`src/sv/rde_pkg.sv`:
```
// Shared constants and types for the postfix derivative Euler stepper.
// Token kinds, error codes and the control/status structs between
// the controller and the datapath. No dependencies.
`default_nettype none

package rde_pkg;

  // default operand stack depth
  localparam int unsigned STACK_DEPTH_DEF = 16;

  // reset value of the step size register (about 0.01 in Q16.16)
  localparam logic [30:0] STEP_RESET = 31'd655;

  // token kinds
  localparam logic [3:0] KIND_CONST   = 4'd0;
  localparam logic [3:0] KIND_PUSH_X  = 4'd1;
  localparam logic [3:0] KIND_PUSH_Y  = 4'd2;
  localparam logic [3:0] KIND_PUSH_Z  = 4'd3;
  localparam logic [3:0] KIND_ADD     = 4'd4;
  localparam logic [3:0] KIND_SUB     = 4'd5;
  localparam logic [3:0] KIND_MUL     = 4'd6;
  localparam logic [3:0] KIND_DIV     = 4'd7;
  localparam logic [3:0] KIND_RESTART = 4'd8;

  // error codes
  localparam logic [1:0] ERR_NONE  = 2'd0;
  localparam logic [1:0] ERR_UNDER = 2'd1;
  localparam logic [1:0] ERR_OVER  = 2'd2;
  localparam logic [1:0] ERR_DIV0  = 2'd3;

  // last axis, the one that commits the step
  localparam logic [1:0] AXIS_Z = 2'd2;

  // commands from the controller to the datapath
  typedef struct packed {
    logic tok_load;   // capture the accepted request
    logic push;       // push constant or coordinate
    logic restart;    // load start coordinates, clear stack
    logic op_under;   // operator with fewer than two operands
    logic rd_b;       // read top of stack
    logic rd_a;       // latch top, read second entry
    logic lat_a;      // latch second entry
    logic addsub;     // add or subtract into result
    logic mul;        // multiply operands
    logic norm;       // scale and saturate product into result
    logic div_zero;   // divide by zero: flag and push zero
    logic div_start;  // start the divider
    logic div_take;   // take divider quotient into result
    logic wb;         // pop two, push result
    logic fin_err;    // final token with error: keep coordinate
    logic rd_top;     // read top for the Euler update
    logic emul;       // multiply top by step size
    logic eadd;       // add increment to coordinate
    logic out_load;   // load output register and commit
  } rde_cmd_t;

  // status from the datapath to the controller
  typedef struct packed {
    logic [3:0] kind;
    logic       last;
    logic       depth_zero;
    logic       depth_lt2;
    logic       b_zero;
    logic       div_done;
    logic       err_any;
    logic       out_free;
  } rde_sts_t;

endpackage

`default_nettype wire

```
`src/sv/rde_tok_if.sv`:
```
// Token request channel: valid/ready handshake with one postfix token.
// Depends on nothing.
`default_nettype none

interface rde_tok_if;
  logic               valid;
  logic               ready;
  logic [3:0]         kind;
  logic signed [31:0] constant;
  logic [1:0]         axis;
  logic               last_token;

  modport source (output valid, kind, constant, axis, last_token, input ready);
  modport sink   (input valid, kind, constant, axis, last_token, output ready);
endinterface

`default_nettype wire

```
`src/sv/rde_res_if.sv`:
```
// Result request channel: valid/ready handshake with one new coordinate.
// Depends on nothing.
`default_nettype none

interface rde_res_if;
  logic               valid;
  logic               ready;
  logic [1:0]         result_axis;
  logic signed [31:0] coordinate;
  logic [1:0]         error_code;
  logic               step_done;

  modport source (output valid, result_axis, coordinate, error_code, step_done,
                  input ready);
  modport sink   (input valid, result_axis, coordinate, error_code, step_done,
                  output ready);
endinterface

`default_nettype wire

```
`src/sv/rde_div.sv`:
```
// Iterative Q16.16 divider, one quotient bit per cycle, saturating.
// Computes (a * 65536) / b truncated toward zero; b must be nonzero.
`default_nettype none

module rde_div (
  input  wire logic               clk_i,
  input  wire logic               rst_ni,
  input  wire logic               start_i,
  input  wire logic signed [31:0] dividend_i,
  input  wire logic signed [31:0] divisor_i,
  output logic                    done_o,
  output logic signed [31:0]      quotient_o
);

  localparam logic signed [31:0] MAX_VAL = 32'sh7FFF_FFFF;
  localparam logic signed [31:0] MIN_VAL = 32'sh8000_0000;
  localparam logic [5:0]         STEPS   = 6'd32;

  logic        busy_q;
  logic [5:0]  cnt_q;
  logic        neg_q, ovf_q;
  logic [31:0] bmag_q, rem_q, dvd_q, quo_q;

  logic [31:0] a_mag, b_mag;
  logic        ovf;
  logic [32:0] trial, diff;
  logic        ge;
  logic        big_pos, big_neg;

  // operand magnitudes and quotient overflow check
  assign a_mag = dividend_i[31] ? (~dividend_i + 32'd1) : dividend_i;
  assign b_mag = divisor_i[31]  ? (~divisor_i + 32'd1)  : divisor_i;
  assign ovf   = {16'd0, a_mag} >= {b_mag, 16'd0};

  // one restoring step
  assign trial = {rem_q, dvd_q[31]};
  assign diff  = trial - {1'b0, bmag_q};
  assign ge    = trial >= {1'b0, bmag_q};

  // control
  always_ff @(posedge clk_i or negedge rst_ni) begin
    if (!rst_ni) begin
      busy_q <= 1'b0;
      cnt_q  <= '0;
    end else if (start_i) begin
      busy_q <= 1'b1;
      cnt_q  <= ovf ? 6'd0 : STEPS;
    end else if (busy_q) begin
      if (cnt_q == 6'd0) begin
        busy_q <= 1'b0;
      end else begin
        cnt_q <= cnt_q - 6'd1;
      end
    end
  end

  // remainder and quotient
  always_ff @(posedge clk_i) begin
    if (start_i) begin
      neg_q  <= dividend_i[31] ^ divisor_i[31];
      ovf_q  <= ovf;
      bmag_q <= b_mag;
      rem_q  <= {16'd0, a_mag[31:16]};
      dvd_q  <= {a_mag[15:0], 16'd0};
      quo_q  <= '0;
    end else if (busy_q && (cnt_q != 6'd0)) begin
      rem_q <= ge ? diff[31:0] : trial[31:0];
      dvd_q <= {dvd_q[30:0], 1'b0};
      quo_q <= {quo_q[30:0], ge};
    end
  end

  // sign and saturation
  assign big_pos = ovf_q || quo_q[31];
  assign big_neg = ovf_q || (quo_q[31] && (|quo_q[30:0]));
  assign done_o  = busy_q && (cnt_q == 6'd0);

  always_comb begin
    if (neg_q) begin
      quotient_o = big_neg ? MIN_VAL : $signed(~quo_q + 32'd1);
    end else begin
      quotient_o = big_pos ? MAX_VAL : $signed(quo_q);
    end
  end

endmodule

`default_nettype wire

```
`src/sv/rde_dp.sv`:
```
// Datapath: operand stack memory, coordinates, multiplier, divider,
// sticky error and the output register. Uses rde_pkg and rde_div.
`default_nettype none

module rde_dp #(
  parameter int unsigned STACK_DEPTH = rde_pkg::STACK_DEPTH_DEF
) (
  input  wire logic               clk_i,
  input  wire logic               rst_ni,
  input  wire rde_pkg::rde_cmd_t  cmd_i,
  output rde_pkg::rde_sts_t       sts_o,
  input  wire logic [3:0]         kind_i,
  input  wire logic signed [31:0] constant_i,
  input  wire logic [1:0]         axis_i,
  input  wire logic               last_token_i,
  input  wire logic [30:0]        step_size_i,
  input  wire logic signed [31:0] start_x_i,
  input  wire logic signed [31:0] start_y_i,
  input  wire logic signed [31:0] start_z_i,
  output logic                    res_valid_o,
  input  wire logic               res_ready_i,
  output logic [1:0]              result_axis_o,
  output logic signed [31:0]      coordinate_o,
  output logic [1:0]              error_code_o,
  output logic                    step_done_o
);

  localparam int unsigned DW = $clog2(STACK_DEPTH + 1);
  localparam int unsigned AW = $clog2(STACK_DEPTH);

  function automatic logic signed [31:0] sat32(input logic signed [48:0] v);
    logic fits;
    fits = (&v[48:31]) || !(|v[48:31]);
    if (fits) begin
      sat32 = v[31:0];
    end else begin
      sat32 = v[48] ? 32'sh8000_0000 : 32'sh7FFF_FFFF;
    end
  endfunction

  // token registers
  logic [3:0]         kind_q;
  logic signed [31:0] const_q;
  logic [1:0]         axis_q;
  logic               last_q;

  // stack
  logic [31:0]   stk_mem [STACK_DEPTH];
  logic [DW-1:0] depth_q, depth_d;
  logic [DW-1:0] depth_m1, depth_m2;
  logic          depth_full;
  logic          stk_we, stk_re;
  logic [AW-1:0] stk_waddr, stk_raddr;
  logic [31:0]   stk_wdata;
  logic signed [31:0] rdata_q;

  // coordinates and error
  logic signed [31:0] pos_q [3];
  logic signed [31:0] nxt_q [3];
  logic signed [31:0] pos_ax;
  logic [1:0]         sticky_q, sticky_d, flag_code;

  // arithmetic
  logic signed [31:0] a_q, b_q, r_q, coord_q, push_val;
  logic [1:0]         err_q;
  logic signed [32:0] sum;
  logic signed [31:0] mul_x, mul_y;
  logic signed [63:0] prod_d, prod_q;
  logic signed [47:0] prod_sh;
  logic signed [48:0] eul_sum;
  logic               div_done;
  logic signed [31:0] div_q;

  // output register
  logic               res_valid_q;
  logic [1:0]         res_axis_q;
  logic signed [31:0] res_coord_q;
  logic [1:0]         res_err_q;
  logic               res_done_q;

  // capture accepted token, axis 3 counts as z
  always_ff @(posedge clk_i) begin
    if (cmd_i.tok_load) begin
      kind_q  <= kind_i;
      const_q <= constant_i;
      axis_q  <= (axis_i > rde_pkg::AXIS_Z) ? rde_pkg::AXIS_Z : axis_i;
      last_q  <= last_token_i;
    end
  end

  // depth arithmetic
  assign depth_m1   = depth_q - DW'(1);
  assign depth_m2   = depth_q - DW'(2);
  assign depth_full = depth_q == DW'(STACK_DEPTH);

  // value to push
  always_comb begin
    case (kind_q)
      rde_pkg::KIND_PUSH_X: push_val = pos_q[0];
      rde_pkg::KIND_PUSH_Y: push_val = pos_q[1];
      rde_pkg::KIND_PUSH_Z: push_val = pos_q[2];
      default:              push_val = const_q;
    endcase
  end

  // stack memory ports
  assign stk_we    = (cmd_i.push && !depth_full) || cmd_i.wb;
  assign stk_waddr = cmd_i.wb ? depth_m2[AW-1:0] : depth_q[AW-1:0];
  assign stk_wdata = cmd_i.wb ? r_q : push_val;
  assign stk_re    = cmd_i.rd_b || cmd_i.rd_a || cmd_i.rd_top;
  assign stk_raddr = cmd_i.rd_a ? depth_m2[AW-1:0] : depth_m1[AW-1:0];

  always_ff @(posedge clk_i) begin
    if (stk_we) begin
      stk_mem[stk_waddr] <= stk_wdata;
    end
  end

  always_ff @(posedge clk_i) begin
    if (stk_re) begin
      rdata_q <= stk_mem[stk_raddr];
    end
  end

  // stack depth
  always_comb begin
    depth_d = depth_q;
    if (cmd_i.restart || cmd_i.out_load) begin
      depth_d = '0;
    end else if (cmd_i.push && !depth_full) begin
      depth_d = depth_q + DW'(1);
    end else if (cmd_i.wb) begin
      depth_d = depth_m1;
    end
  end

  // first error of the expression is kept
  always_comb begin
    flag_code = rde_pkg::ERR_NONE;
    if (cmd_i.op_under) begin
      flag_code = rde_pkg::ERR_UNDER;
    end else if (cmd_i.push && depth_full) begin
      flag_code = rde_pkg::ERR_OVER;
    end else if (cmd_i.div_zero) begin
      flag_code = rde_pkg::ERR_DIV0;
    end
  end

  always_comb begin
    sticky_d = sticky_q;
    if (cmd_i.restart || cmd_i.out_load) begin
      sticky_d = rde_pkg::ERR_NONE;
    end else if (sticky_q == rde_pkg::ERR_NONE) begin
      sticky_d = flag_code;
    end
  end

  always_ff @(posedge clk_i or negedge rst_ni) begin
    if (!rst_ni) begin
      depth_q  <= '0;
      sticky_q <= rde_pkg::ERR_NONE;
    end else begin
      depth_q  <= depth_d;
      sticky_q <= sticky_d;
    end
  end

  // operand latches
  always_ff @(posedge clk_i) begin
    if (cmd_i.rd_a) begin
      b_q <= rdata_q;
    end
    if (cmd_i.lat_a) begin
      a_q <= rdata_q;
    end
  end

  // add / subtract
  assign sum = (kind_q == rde_pkg::KIND_SUB) ? ({a_q[31], a_q} - {b_q[31], b_q})
                                             : ({a_q[31], a_q} + {b_q[31], b_q});

  // shared multiplier
  assign mul_x   = cmd_i.emul ? rdata_q : a_q;
  assign mul_y   = cmd_i.emul ? $signed({1'b0, step_size_i}) : b_q;
  assign prod_d  = mul_x * mul_y;
  assign prod_sh = prod_q[63:16];

  always_ff @(posedge clk_i) begin
    if (cmd_i.mul || cmd_i.emul) begin
      prod_q <= prod_d;
    end
  end

  rde_div u_div (
    .clk_i      (clk_i),
    .rst_ni     (rst_ni),
    .start_i    (cmd_i.div_start),
    .dividend_i (a_q),
    .divisor_i  (b_q),
    .done_o     (div_done),
    .quotient_o (div_q)
  );

  // operator result
  always_ff @(posedge clk_i) begin
    if (cmd_i.addsub) begin
      r_q <= sat32({{16{sum[32]}}, sum});
    end else if (cmd_i.norm) begin
      r_q <= sat32({prod_sh[47], prod_sh});
    end else if (cmd_i.div_zero) begin
      r_q <= '0;
    end else if (cmd_i.div_take) begin
      r_q <= div_q;
    end
  end

  // Euler update
  assign pos_ax  = pos_q[axis_q];
  assign eul_sum = $signed({{17{pos_ax[31]}}, pos_ax}) + $signed({prod_sh[47], prod_sh});

  always_ff @(posedge clk_i) begin
    if (cmd_i.fin_err) begin
      coord_q <= pos_ax;
      err_q   <= (sticky_q != rde_pkg::ERR_NONE) ? sticky_q : rde_pkg::ERR_UNDER;
    end else if (cmd_i.eadd) begin
      coord_q <= sat32(eul_sum);
      err_q   <= rde_pkg::ERR_NONE;
    end
  end

  // committed coordinates
  always_ff @(posedge clk_i or negedge rst_ni) begin
    if (!rst_ni) begin
      pos_q[0] <= '0;
      pos_q[1] <= '0;
      pos_q[2] <= '0;
    end else if (cmd_i.restart) begin
      pos_q[0] <= start_x_i;
      pos_q[1] <= start_y_i;
      pos_q[2] <= start_z_i;
    end else if (cmd_i.out_load && (axis_q == rde_pkg::AXIS_Z)) begin
      pos_q[0] <= nxt_q[0];
      pos_q[1] <= nxt_q[1];
      pos_q[2] <= coord_q;
    end
  end

  // next coordinates of the step in progress
  always_ff @(posedge clk_i) begin
    if (cmd_i.restart) begin
      nxt_q[0] <= start_x_i;
      nxt_q[1] <= start_y_i;
      nxt_q[2] <= start_z_i;
    end else if (cmd_i.out_load) begin
      nxt_q[axis_q] <= coord_q;
    end
  end

  // output register
  always_ff @(posedge clk_i or negedge rst_ni) begin
    if (!rst_ni) begin
      res_valid_q <= 1'b0;
    end else if (cmd_i.out_load) begin
      res_valid_q <= 1'b1;
    end else if (res_ready_i) begin
      res_valid_q <= 1'b0;
    end
  end

  always_ff @(posedge clk_i) begin
    if (cmd_i.out_load) begin
      res_axis_q  <= axis_q;
      res_coord_q <= coord_q;
      res_err_q   <= err_q;
      res_done_q  <= axis_q == rde_pkg::AXIS_Z;
    end
  end

  assign res_valid_o   = res_valid_q;
  assign result_axis_o = res_axis_q;
  assign coordinate_o  = res_coord_q;
  assign error_code_o  = res_err_q;
  assign step_done_o   = res_done_q;

  // status
  assign sts_o.kind       = kind_q;
  assign sts_o.last       = last_q;
  assign sts_o.depth_zero = depth_q == '0;
  assign sts_o.depth_lt2  = depth_q < DW'(2);
  assign sts_o.b_zero     = b_q == '0;
  assign sts_o.div_done   = div_done;
  assign sts_o.err_any    = sticky_q != rde_pkg::ERR_NONE;
  assign sts_o.out_free   = !res_valid_q || res_ready_i;

endmodule

`default_nettype wire

```
`src/sv/rde_ctrl.sv`:
```
// Controller state machine: sequences each token through the datapath.
// Uses rde_pkg for token kinds and the command/status structs.
`default_nettype none

module rde_ctrl (
  input  wire logic              clk_i,
  input  wire logic              rst_ni,
  input  wire logic              tok_valid_i,
  output logic                   tok_ready_o,
  input  wire rde_pkg::rde_sts_t sts_i,
  output rde_pkg::rde_cmd_t      cmd_o
);

  localparam logic [3:0] S_IDLE = 4'd0;
  localparam logic [3:0] S_DEC  = 4'd1;
  localparam logic [3:0] S_OPB  = 4'd2;
  localparam logic [3:0] S_OPA  = 4'd3;
  localparam logic [3:0] S_EXEC = 4'd4;
  localparam logic [3:0] S_MUL  = 4'd5;
  localparam logic [3:0] S_DIV  = 4'd6;
  localparam logic [3:0] S_WB   = 4'd7;
  localparam logic [3:0] S_FIN  = 4'd8;
  localparam logic [3:0] S_EMUL = 4'd9;
  localparam logic [3:0] S_EADD = 4'd10;
  localparam logic [3:0] S_OUT  = 4'd11;

  logic [3:0] state_q, state_d;
  logic [3:0] after_tok;

  // after a token: final check or back to idle
  assign after_tok = sts_i.last ? S_FIN : S_IDLE;

  always_comb begin
    state_d     = state_q;
    cmd_o       = '0;
    tok_ready_o = 1'b0;
    case (state_q)
      S_IDLE: begin
        tok_ready_o = 1'b1;
        if (tok_valid_i) begin
          cmd_o.tok_load = 1'b1;
          state_d        = S_DEC;
        end
      end
      // decode the token kind
      S_DEC: begin
        case (sts_i.kind)
          rde_pkg::KIND_CONST,
          rde_pkg::KIND_PUSH_X,
          rde_pkg::KIND_PUSH_Y,
          rde_pkg::KIND_PUSH_Z: begin
            cmd_o.push = 1'b1;
            state_d    = after_tok;
          end
          rde_pkg::KIND_ADD,
          rde_pkg::KIND_SUB,
          rde_pkg::KIND_MUL,
          rde_pkg::KIND_DIV: begin
            if (sts_i.depth_lt2) begin
              cmd_o.op_under = 1'b1;
              state_d        = after_tok;
            end else begin
              cmd_o.rd_b = 1'b1;
              state_d    = S_OPB;
            end
          end
          rde_pkg::KIND_RESTART: begin
            cmd_o.restart = 1'b1;
            state_d       = S_IDLE;
          end
          default: begin
            state_d = after_tok;
          end
        endcase
      end
      S_OPB: begin
        cmd_o.rd_a = 1'b1;
        state_d    = S_OPA;
      end
      S_OPA: begin
        cmd_o.lat_a = 1'b1;
        state_d     = S_EXEC;
      end
      // start the operator
      S_EXEC: begin
        case (sts_i.kind)
          rde_pkg::KIND_ADD,
          rde_pkg::KIND_SUB: begin
            cmd_o.addsub = 1'b1;
            state_d      = S_WB;
          end
          rde_pkg::KIND_MUL: begin
            cmd_o.mul = 1'b1;
            state_d   = S_MUL;
          end
          rde_pkg::KIND_DIV: begin
            if (sts_i.b_zero) begin
              cmd_o.div_zero = 1'b1;
              state_d        = S_WB;
            end else begin
              cmd_o.div_start = 1'b1;
              state_d         = S_DIV;
            end
          end
          default: begin
            state_d = S_IDLE;
          end
        endcase
      end
      S_MUL: begin
        cmd_o.norm = 1'b1;
        state_d    = S_WB;
      end
      S_DIV: begin
        if (sts_i.div_done) begin
          cmd_o.div_take = 1'b1;
          state_d        = S_WB;
        end
      end
      S_WB: begin
        cmd_o.wb = 1'b1;
        state_d  = after_tok;
      end
      // end of expression
      S_FIN: begin
        if (sts_i.err_any || sts_i.depth_zero) begin
          cmd_o.fin_err = 1'b1;
          state_d       = S_OUT;
        end else begin
          cmd_o.rd_top = 1'b1;
          state_d      = S_EMUL;
        end
      end
      S_EMUL: begin
        cmd_o.emul = 1'b1;
        state_d    = S_EADD;
      end
      S_EADD: begin
        cmd_o.eadd = 1'b1;
        state_d    = S_OUT;
      end
      // wait for room in the output register
      S_OUT: begin
        if (sts_i.out_free) begin
          cmd_o.out_load = 1'b1;
          state_d        = S_IDLE;
        end
      end
      default: begin
        state_d = S_IDLE;
      end
    endcase
  end

  always_ff @(posedge clk_i or negedge rst_ni) begin
    if (!rst_ni) begin
      state_q <= S_IDLE;
    end else begin
      state_q <= state_d;
    end
  end

endmodule

`default_nettype wire

```
`src/sv/rpn_derivative_euler_stepper.sv`:
```
// Top level of the postfix derivative Euler stepper: APB registers,
// controller and datapath. Uses rde_pkg, rde_tok_if, rde_res_if, rde_ctrl, rde_dp.
//
// Usage: tok_i carries one postfix token per request (kind, constant, axis,
// last_token) for the derivative expression of axis x, y or z. Tokens push a
// constant or a start-of-step coordinate, or apply + - * / in Q16.16 with
// saturation. On a final token one request leaves on res_o with the new
// coordinate (coordinate + top * dt), the first error of the expression and
// step_done, set when axis z finished and all three coordinates committed.
// A restart token loads start_x/y/z from the registers and clears the stack.
// Pushes, restarts, ignored kinds and short operators end at decode; other operators
// read two operands, then add, sub or mul, or divide in the bit-serial divider
// (32 steps), skipped on a zero divisor, cut short when the quotient saturates
// outright; a final token ends on the error or Euler path (shared 32x32 multiplier).
// One token is in work at a time; tok_i.ready is high only while idle.
// The result sits in an output register: a stalled receiver does not stop
// the next tokens, only a further result waits until the register is free.
// Reset clears stack depth, error, coordinates and the result valid, and sets
// step_size to 655; stack contents stay undefined until written.
// Registers: step_size at 0x0, start_x 0x4, start_y 0x8, start_z 0xC.
`default_nettype none

module rpn_derivative_euler_stepper #(
  parameter int unsigned STACK_DEPTH = rde_pkg::STACK_DEPTH_DEF
) (
  input  wire logic        clk_i,
  input  wire logic        rst_ni,
  rde_tok_if.sink          tok_i,
  rde_res_if.source        res_o,
  input  wire logic        psel,
  input  wire logic        penable,
  input  wire logic        pwrite,
  input  wire logic [3:0]  paddr,
  input  wire logic [31:0] pwdata,
  output logic [31:0]      prdata,
  output logic             pready
);

  localparam logic [1:0] REG_STEP    = 2'd0;
  localparam logic [1:0] REG_START_X = 2'd1;
  localparam logic [1:0] REG_START_Y = 2'd2;
  localparam logic [1:0] REG_START_Z = 2'd3;

  logic [30:0]        step_q;
  logic signed [31:0] start_x_q, start_y_q, start_z_q;
  logic               wr_en;

  rde_pkg::rde_cmd_t cmd;
  rde_pkg::rde_sts_t sts;

  // configuration registers
  assign pready = 1'b1;
  assign wr_en  = psel && penable && pwrite;

  always_ff @(posedge clk_i or negedge rst_ni) begin
    if (!rst_ni) begin
      step_q    <= rde_pkg::STEP_RESET;
      start_x_q <= '0;
      start_y_q <= '0;
      start_z_q <= '0;
    end else if (wr_en) begin
      case (paddr[3:2])
        REG_STEP:    step_q    <= pwdata[30:0];
        REG_START_X: start_x_q <= pwdata;
        REG_START_Y: start_y_q <= pwdata;
        REG_START_Z: start_z_q <= pwdata;
        default:     step_q    <= step_q;
      endcase
    end
  end

  // register read back
  always_comb begin
    case (paddr[3:2])
      REG_STEP:    prdata = {1'b0, step_q};
      REG_START_X: prdata = start_x_q;
      REG_START_Y: prdata = start_y_q;
      REG_START_Z: prdata = start_z_q;
      default:     prdata = '0;
    endcase
  end

  rde_ctrl u_ctrl (
    .clk_i       (clk_i),
    .rst_ni      (rst_ni),
    .tok_valid_i (tok_i.valid),
    .tok_ready_o (tok_i.ready),
    .sts_i       (sts),
    .cmd_o       (cmd)
  );

  rde_dp #(
    .STACK_DEPTH (STACK_DEPTH)
  ) u_dp (
    .clk_i         (clk_i),
    .rst_ni        (rst_ni),
    .cmd_i         (cmd),
    .sts_o         (sts),
    .kind_i        (tok_i.kind),
    .constant_i    (tok_i.constant),
    .axis_i        (tok_i.axis),
    .last_token_i  (tok_i.last_token),
    .step_size_i   (step_q),
    .start_x_i     (start_x_q),
    .start_y_i     (start_y_q),
    .start_z_i     (start_z_q),
    .res_valid_o   (res_o.valid),
    .res_ready_i   (res_o.ready),
    .result_axis_o (res_o.result_axis),
    .coordinate_o  (res_o.coordinate),
    .error_code_o  (res_o.error_code),
    .step_done_o   (res_o.step_done)
  );

endmodule

`default_nettype wire

```
`src/flat_wrapper.sv`:
```
// flat-port wrapper written by rule: the top's interface ports become plain ports
module rpn_derivative_euler_stepper_flat 
#(
  parameter int unsigned STACK_DEPTH = rde_pkg::STACK_DEPTH_DEF
)
  (clk_i, rst_ni, psel, penable, pwrite, paddr, pwdata, prdata, pready, tok_i_valid, tok_i_kind, tok_i_constant, tok_i_axis, tok_i_last_token, tok_i_ready, res_o_valid, res_o_result_axis, res_o_coordinate, res_o_error_code, res_o_step_done, res_o_ready);
  rde_tok_if tok_i_i ();
  rde_res_if res_o_i ();
  input  wire logic clk_i;
  input  wire logic rst_ni;
  input  wire logic psel;
  input  wire logic penable;
  input  wire logic pwrite;
  input  wire logic [3:0] paddr;
  input  wire logic [31:0] pwdata;
  output logic [31:0] prdata;
  output logic pready;
  input wire logic [$bits(tok_i_i.valid)-1:0] tok_i_valid;
  input wire logic [$bits(tok_i_i.kind)-1:0] tok_i_kind;
  input wire logic [$bits(tok_i_i.constant)-1:0] tok_i_constant;
  input wire logic [$bits(tok_i_i.axis)-1:0] tok_i_axis;
  input wire logic [$bits(tok_i_i.last_token)-1:0] tok_i_last_token;
  output wire logic [$bits(tok_i_i.ready)-1:0] tok_i_ready;
  output wire logic [$bits(res_o_i.valid)-1:0] res_o_valid;
  output wire logic [$bits(res_o_i.result_axis)-1:0] res_o_result_axis;
  output wire logic [$bits(res_o_i.coordinate)-1:0] res_o_coordinate;
  output wire logic [$bits(res_o_i.error_code)-1:0] res_o_error_code;
  output wire logic [$bits(res_o_i.step_done)-1:0] res_o_step_done;
  input wire logic [$bits(res_o_i.ready)-1:0] res_o_ready;
  assign tok_i_i.valid = tok_i_valid;
  assign tok_i_i.kind = tok_i_kind;
  assign tok_i_i.constant = tok_i_constant;
  assign tok_i_i.axis = tok_i_axis;
  assign tok_i_i.last_token = tok_i_last_token;
  assign tok_i_ready = tok_i_i.ready;
  assign res_o_valid = res_o_i.valid;
  assign res_o_result_axis = res_o_i.result_axis;
  assign res_o_coordinate = res_o_i.coordinate;
  assign res_o_error_code = res_o_i.error_code;
  assign res_o_step_done = res_o_i.step_done;
  assign res_o_i.ready = res_o_ready;
  rpn_derivative_euler_stepper #(.STACK_DEPTH(STACK_DEPTH)) u_core (.clk_i(clk_i), .rst_ni(rst_ni), .tok_i(tok_i_i), .res_o(res_o_i), .psel(psel), .penable(penable), .pwrite(pwrite), .paddr(paddr), .pwdata(pwdata), .prdata(prdata), .pready(pready));
endmodule
```
`config.mk`:
```
export PLATFORM = sky130hd
export DESIGN_NAME = rpn_derivative_euler_stepper_flat
export DESIGN_NICKNAME = d
export VERILOG_FILES = /design/src/sv/rde_pkg.sv /design/src/sv/rde_tok_if.sv /design/src/sv/rde_res_if.sv /design/src/sv/rde_div.sv /design/src/sv/rde_dp.sv /design/src/sv/rde_ctrl.sv /design/src/sv/rpn_derivative_euler_stepper.sv /design/src/flat_wrapper.sv
export SDC_FILE = /design/constraint.sdc
export NUM_CORES = 2
export LEC_CHECK = 0
export ABC_AREA = 1
export CAP_MARGIN = 20
export CORE_UTILIZATION = 28
export CTS_BUF_LIST = sky130_fd_sc_hd__clkbuf_2
export CTS_CLUSTER_DIAMETER = 40
export DETAILED_ROUTE_END_ITERATION = 10
export DONT_BUFFER_PORTS = 1
export PLACE_DENSITY = 0.49
export SKIP_CTS_REPAIR_TIMING = 1
export SLEW_MARGIN = 5
export SYNTH_ARGS = -nofsm -noshare
export SYNTH_HDL_FRONTEND = slang
export SYNTH_SLANG_ARGS = --single-unit
```
`constraint.sdc`:
```
create_clock -name clk_i -period 7.9 [get_ports clk_i]
set_input_delay 1.58 -clock clk_i [delete_from_list [all_inputs] [get_ports clk_i]]
set_output_delay 1.58 -clock clk_i [all_outputs]
set_load 0.02 [all_outputs]
```
==> flow_summary_export.csv <==
group,metric,value,unit
worst_setup_path,crit_path_end_kind,"flip-flop",
timing,final_hold_viol_count,0,
placed_design,place_area,0.110,mm^2
route,first_pass_iters,7,
finish,stdcell_area,0.115,mm^2
global_route,grt_pass1_wl,549,mm
cts,cts_tree,"done",
route,avgRoutedWirePerCell,23.4,um
min_path,hp-class,"primary input to flip-flop",
cts,cts_buffers,312,
worst_setup_path,slowest_stage,"fa_1",
timing,max_freq,0.119,GHz
yosys,yosys_warnings,0,
yosys,synth_xor_area_share,1.76,%
floorplan,io_pins,154,
worst_setup_path,cp.buffers_inverters,12,
placed_design,place.port_buffers,0,
worst_setup_path,required,9.18,ns
cts,htree_levels,5,
yosys,synth_cell_types,68,
yosys,synth-simple-area-share,15.7,%
yosys,avgSynthCellArea,8.91,um^2
yosys,synth_top_area_share,26.8,%
status,violations,"negative setup slack",
route,route.detailed.drc,0,
floorplan,core-area,0.344,mm^2
timing,max_slew.worst_pin.slew,1.36,ns
yosys,synth_top_family_by_area,"adder cells",
route,routed_wl,385,mm
global_route,antenna_found_initial,26,
timing,fin_crit,8.43,ns
timing,finalCritPeriodShare,107,%
yosys,syn_inst,10865,
timing,setup_violations,43,
timing,fin_ws,-0.530,ns
floorplan,die_y,590,um
floorplan,rows,215,
cts,clock-sinks,1218,
yosys,synth_edf_count,864,
global_route,overflow,0,
worst_setup_path,crit_path_frequent_cell,"fa_1",
timing,fin_skew,0.189,ns
yosys,syn-cell-area,0.0968,mm^2
cts,clock_latency,1.58,ns
worst_setup_path,criticalPathCategory,"flip-flop to flip-flop",
worst_setup_path,critical-path-top-delay-family,"adder cells",
yosys,ys.flop_type,"edfxtp_1",
placed_design,place_ws,-0.690,ns
floorplan,dieArea,0.348,mm^2
yosys,ys_ff_latch,1218,
cts,clk_pin_slew,0.13,ns
route,vias,80285,
route,detail_route.vias_per_cell,4.87,
floorplan,die_w,590,um
status,outcome,"complete, but fails checks",
cts,ctsLongestPathBuffers,4,
yosys,synth.area.top_cells,"edfxtp_1 (27%), fa_1 (22%), nand2_1 (8.0%)",
timing,slew_headroom,9.46,%
timing,rsz0062_at_grt,"true",
placed_design,dpl.hpwl,296,mm
yosys,yosysSeqAreaShare,35.4,%
worst_setup_path,critPathMaxStageDelay,0.56,ns
route,final_antenna_net_count,0,
floorplan,start_util,28.2,%
cts,cts_root_buffer,"clkbuf_2",
global_route,grt_max_degree,243,
yosys,synthAdderAreaFrac,26.5,%
yosys,syn_nets,12350,
placed_design,gp_congestion,0.984,
global_route,grt_pass1_vias,79033,
finish,drive_above_1_share,17.0,%
worst_setup_path,cp-start-kind,"flip-flop",
finish,syn2layout_area_growth,18.7,%
finish,layout.nets,13169,
worst_setup_path,path_max_fanout,8,
yosys,synth_mux_area_share,0.0930,%
yosys,yosys.area.top_type,"edfxtp_1",
yosys,async_reset_ff_share,19.9,%
timing,setup_tns,-12.42,ns
route,initialDrtViolationCount,7728,
flow_run,maxCapViolations,0,
timing,drv_slew,0,
timing,hold_ws,0.139,ns
global_route,track_usage,21.6,%
yosys,synth_compound_area_share,11.4,%
worst_setup_path,arrival,9.71,ns
[per-layer routing]
metal | routed length (um) | global-route usage (%) | up-vias | share of wire (%)
met1 | 168000 | 29.8 | 40197 | 44
met4 | 13200 | 6.70 | 2 | 3.4
met2 | 175000 | 34.6 | 2952 | 46
met3 | 28200 | 3.54 | 532 | 7.3
met5 | 13 | 0 | - | 0.0034
li1 | - | - | 36602 | -
[worst paths after layout]
kind,startpoint,endpoint,slack (ns),cells after the start
setup / recovery,u_core.u_ctrl.state_q[1],u_core.u_dp.prod_q[59],-0.53,33
hold / removal,tok_i_constant[7],u_core.u_dp.const_q[7],0.14,0
setup reg to reg,u_core.u_ctrl.state_q[1],u_core.u_dp.prod_q[59],-0.53,33
hold reg to reg,u_core.u_dp.err_q[1],u_core.u_dp.error_code_o[1],0.43,0
max in group asynchronous,rst_ni,u_core.start_x_q[9],6.59,1
min in group asynchronous,rst_ni,u_core.u_dp.u_div.cnt_q[4],0.18,1
[metrics by stage]
stage / util (%) / cells
3_3_place_gp: 31.9 / 15859
2_1_floorplan: - / 10865
5_1_grt: 33.4 / 16460
3_5_place_dp: 31.9 / 15860
4_1_cts: 32.7 / 16389
6_report: 33.4 / 16470
[flip-flops by register name (all words and copies together), names as in the netlist, 48 cells and up]
register / count
u_core.u_dp.stk_mem: 512
u_core.u_dp.prod_q: 48
u_core.u_dp.pos_q: 96
u_core.u_dp.nxt_q: 64
[final cells by class]
| class | instances | area (um^2) |
|---|---|---|
| timing repair buffer | 963 | 9370 |
| antenna | 14 | 35.0 |
| multi-input combinational | 7353 | 55900 |
| fill | 36060 | 229000 |
| sequential | 1218 | 34300 |
| clock inverter | 79 | 409 |
| tap | 4557 | 5700 |
| clock buffer | 450 | 2250 |
| inverter | 1836 | 6970 |
[cell usage after synthesis (all sizes together), types with 2 or more instances]
| cell type | instances |
|---|---|
| a2111oi | 3 |
| a211oi | 7 |
| a21boi | 13 |
| a21o | 11 |
| a21oi | 364 |
| a221oi | 8 |
| a22oi | 44 |
| a31oi | 31 |
| and2 | 6 |
| and3 | 2 |
| buf | 84 |
| clkbuf | 374 |
| clkinv | 22 |
| dfrtp | 236 |
| dfstp | 6 |
| dfxtp | 112 |
| edfxtp | 864 |
| fa | 1084 |
| ha | 319 |
| inv | 1814 |
| mux2 | 8 |
| nand2 | 2080 |
| nand3 | 213 |
| nand3b | 3 |
| nand4 | 70 |
| nor2 | 1366 |
| nor3 | 53 |
| nor4 | 26 |
| o2111ai | 44 |
| o211ai | 48 |
| o21a | 49 |
| o21ai | 1040 |
| o21bai | 23 |
| o221ai | 92 |
| o22ai | 123 |
| o31a | 2 |
| o31ai | 15 |
| or2 | 6 |
| xnor2 | 57 |
| xor2 | 137 |
[placed cells by master (no fill, tap or decap), types with 65 or more instances in the layout]
cell type / instances
nand2_1: 2004
inv_1: 1758
nor2_1: 1246
fa_1: 1015
o21ai_0: 901
edfxtp_1: 864
buf_4: 764
clkbuf_2: 450
ha_1: 276
a21oi_1: 266
dfrtp_1: 236
nand3_1: 201
buf_12: 146
xor2_1: 131
o22ai_1: 123
dfxtp_1: 112
o221ai_1: 92
a21oi_2: 88
o21ai_1: 86
nor2_2: 71
clkinv_1: 70
nand4_1: 69
fa_2: 69
nand2_2: 65
[cell families (layout without fill, tap and decap cells)]
family	Yosys count	count (layout)
multiplexers	8	8
adder cells (fa/ha/maj)	1403	1403
XOR/XNOR	194	194
buffers and inverters	2294	3328
AO/OA/AOI/OAI	1919	1919
AND/OR/NAND/NOR	3828	3828
other	1	15
flip-flops	1218	1218
Power is left out: the tool's default activity adds up to more than one toggle a clock period on the data nets, which glitch-free logic cannot reach.
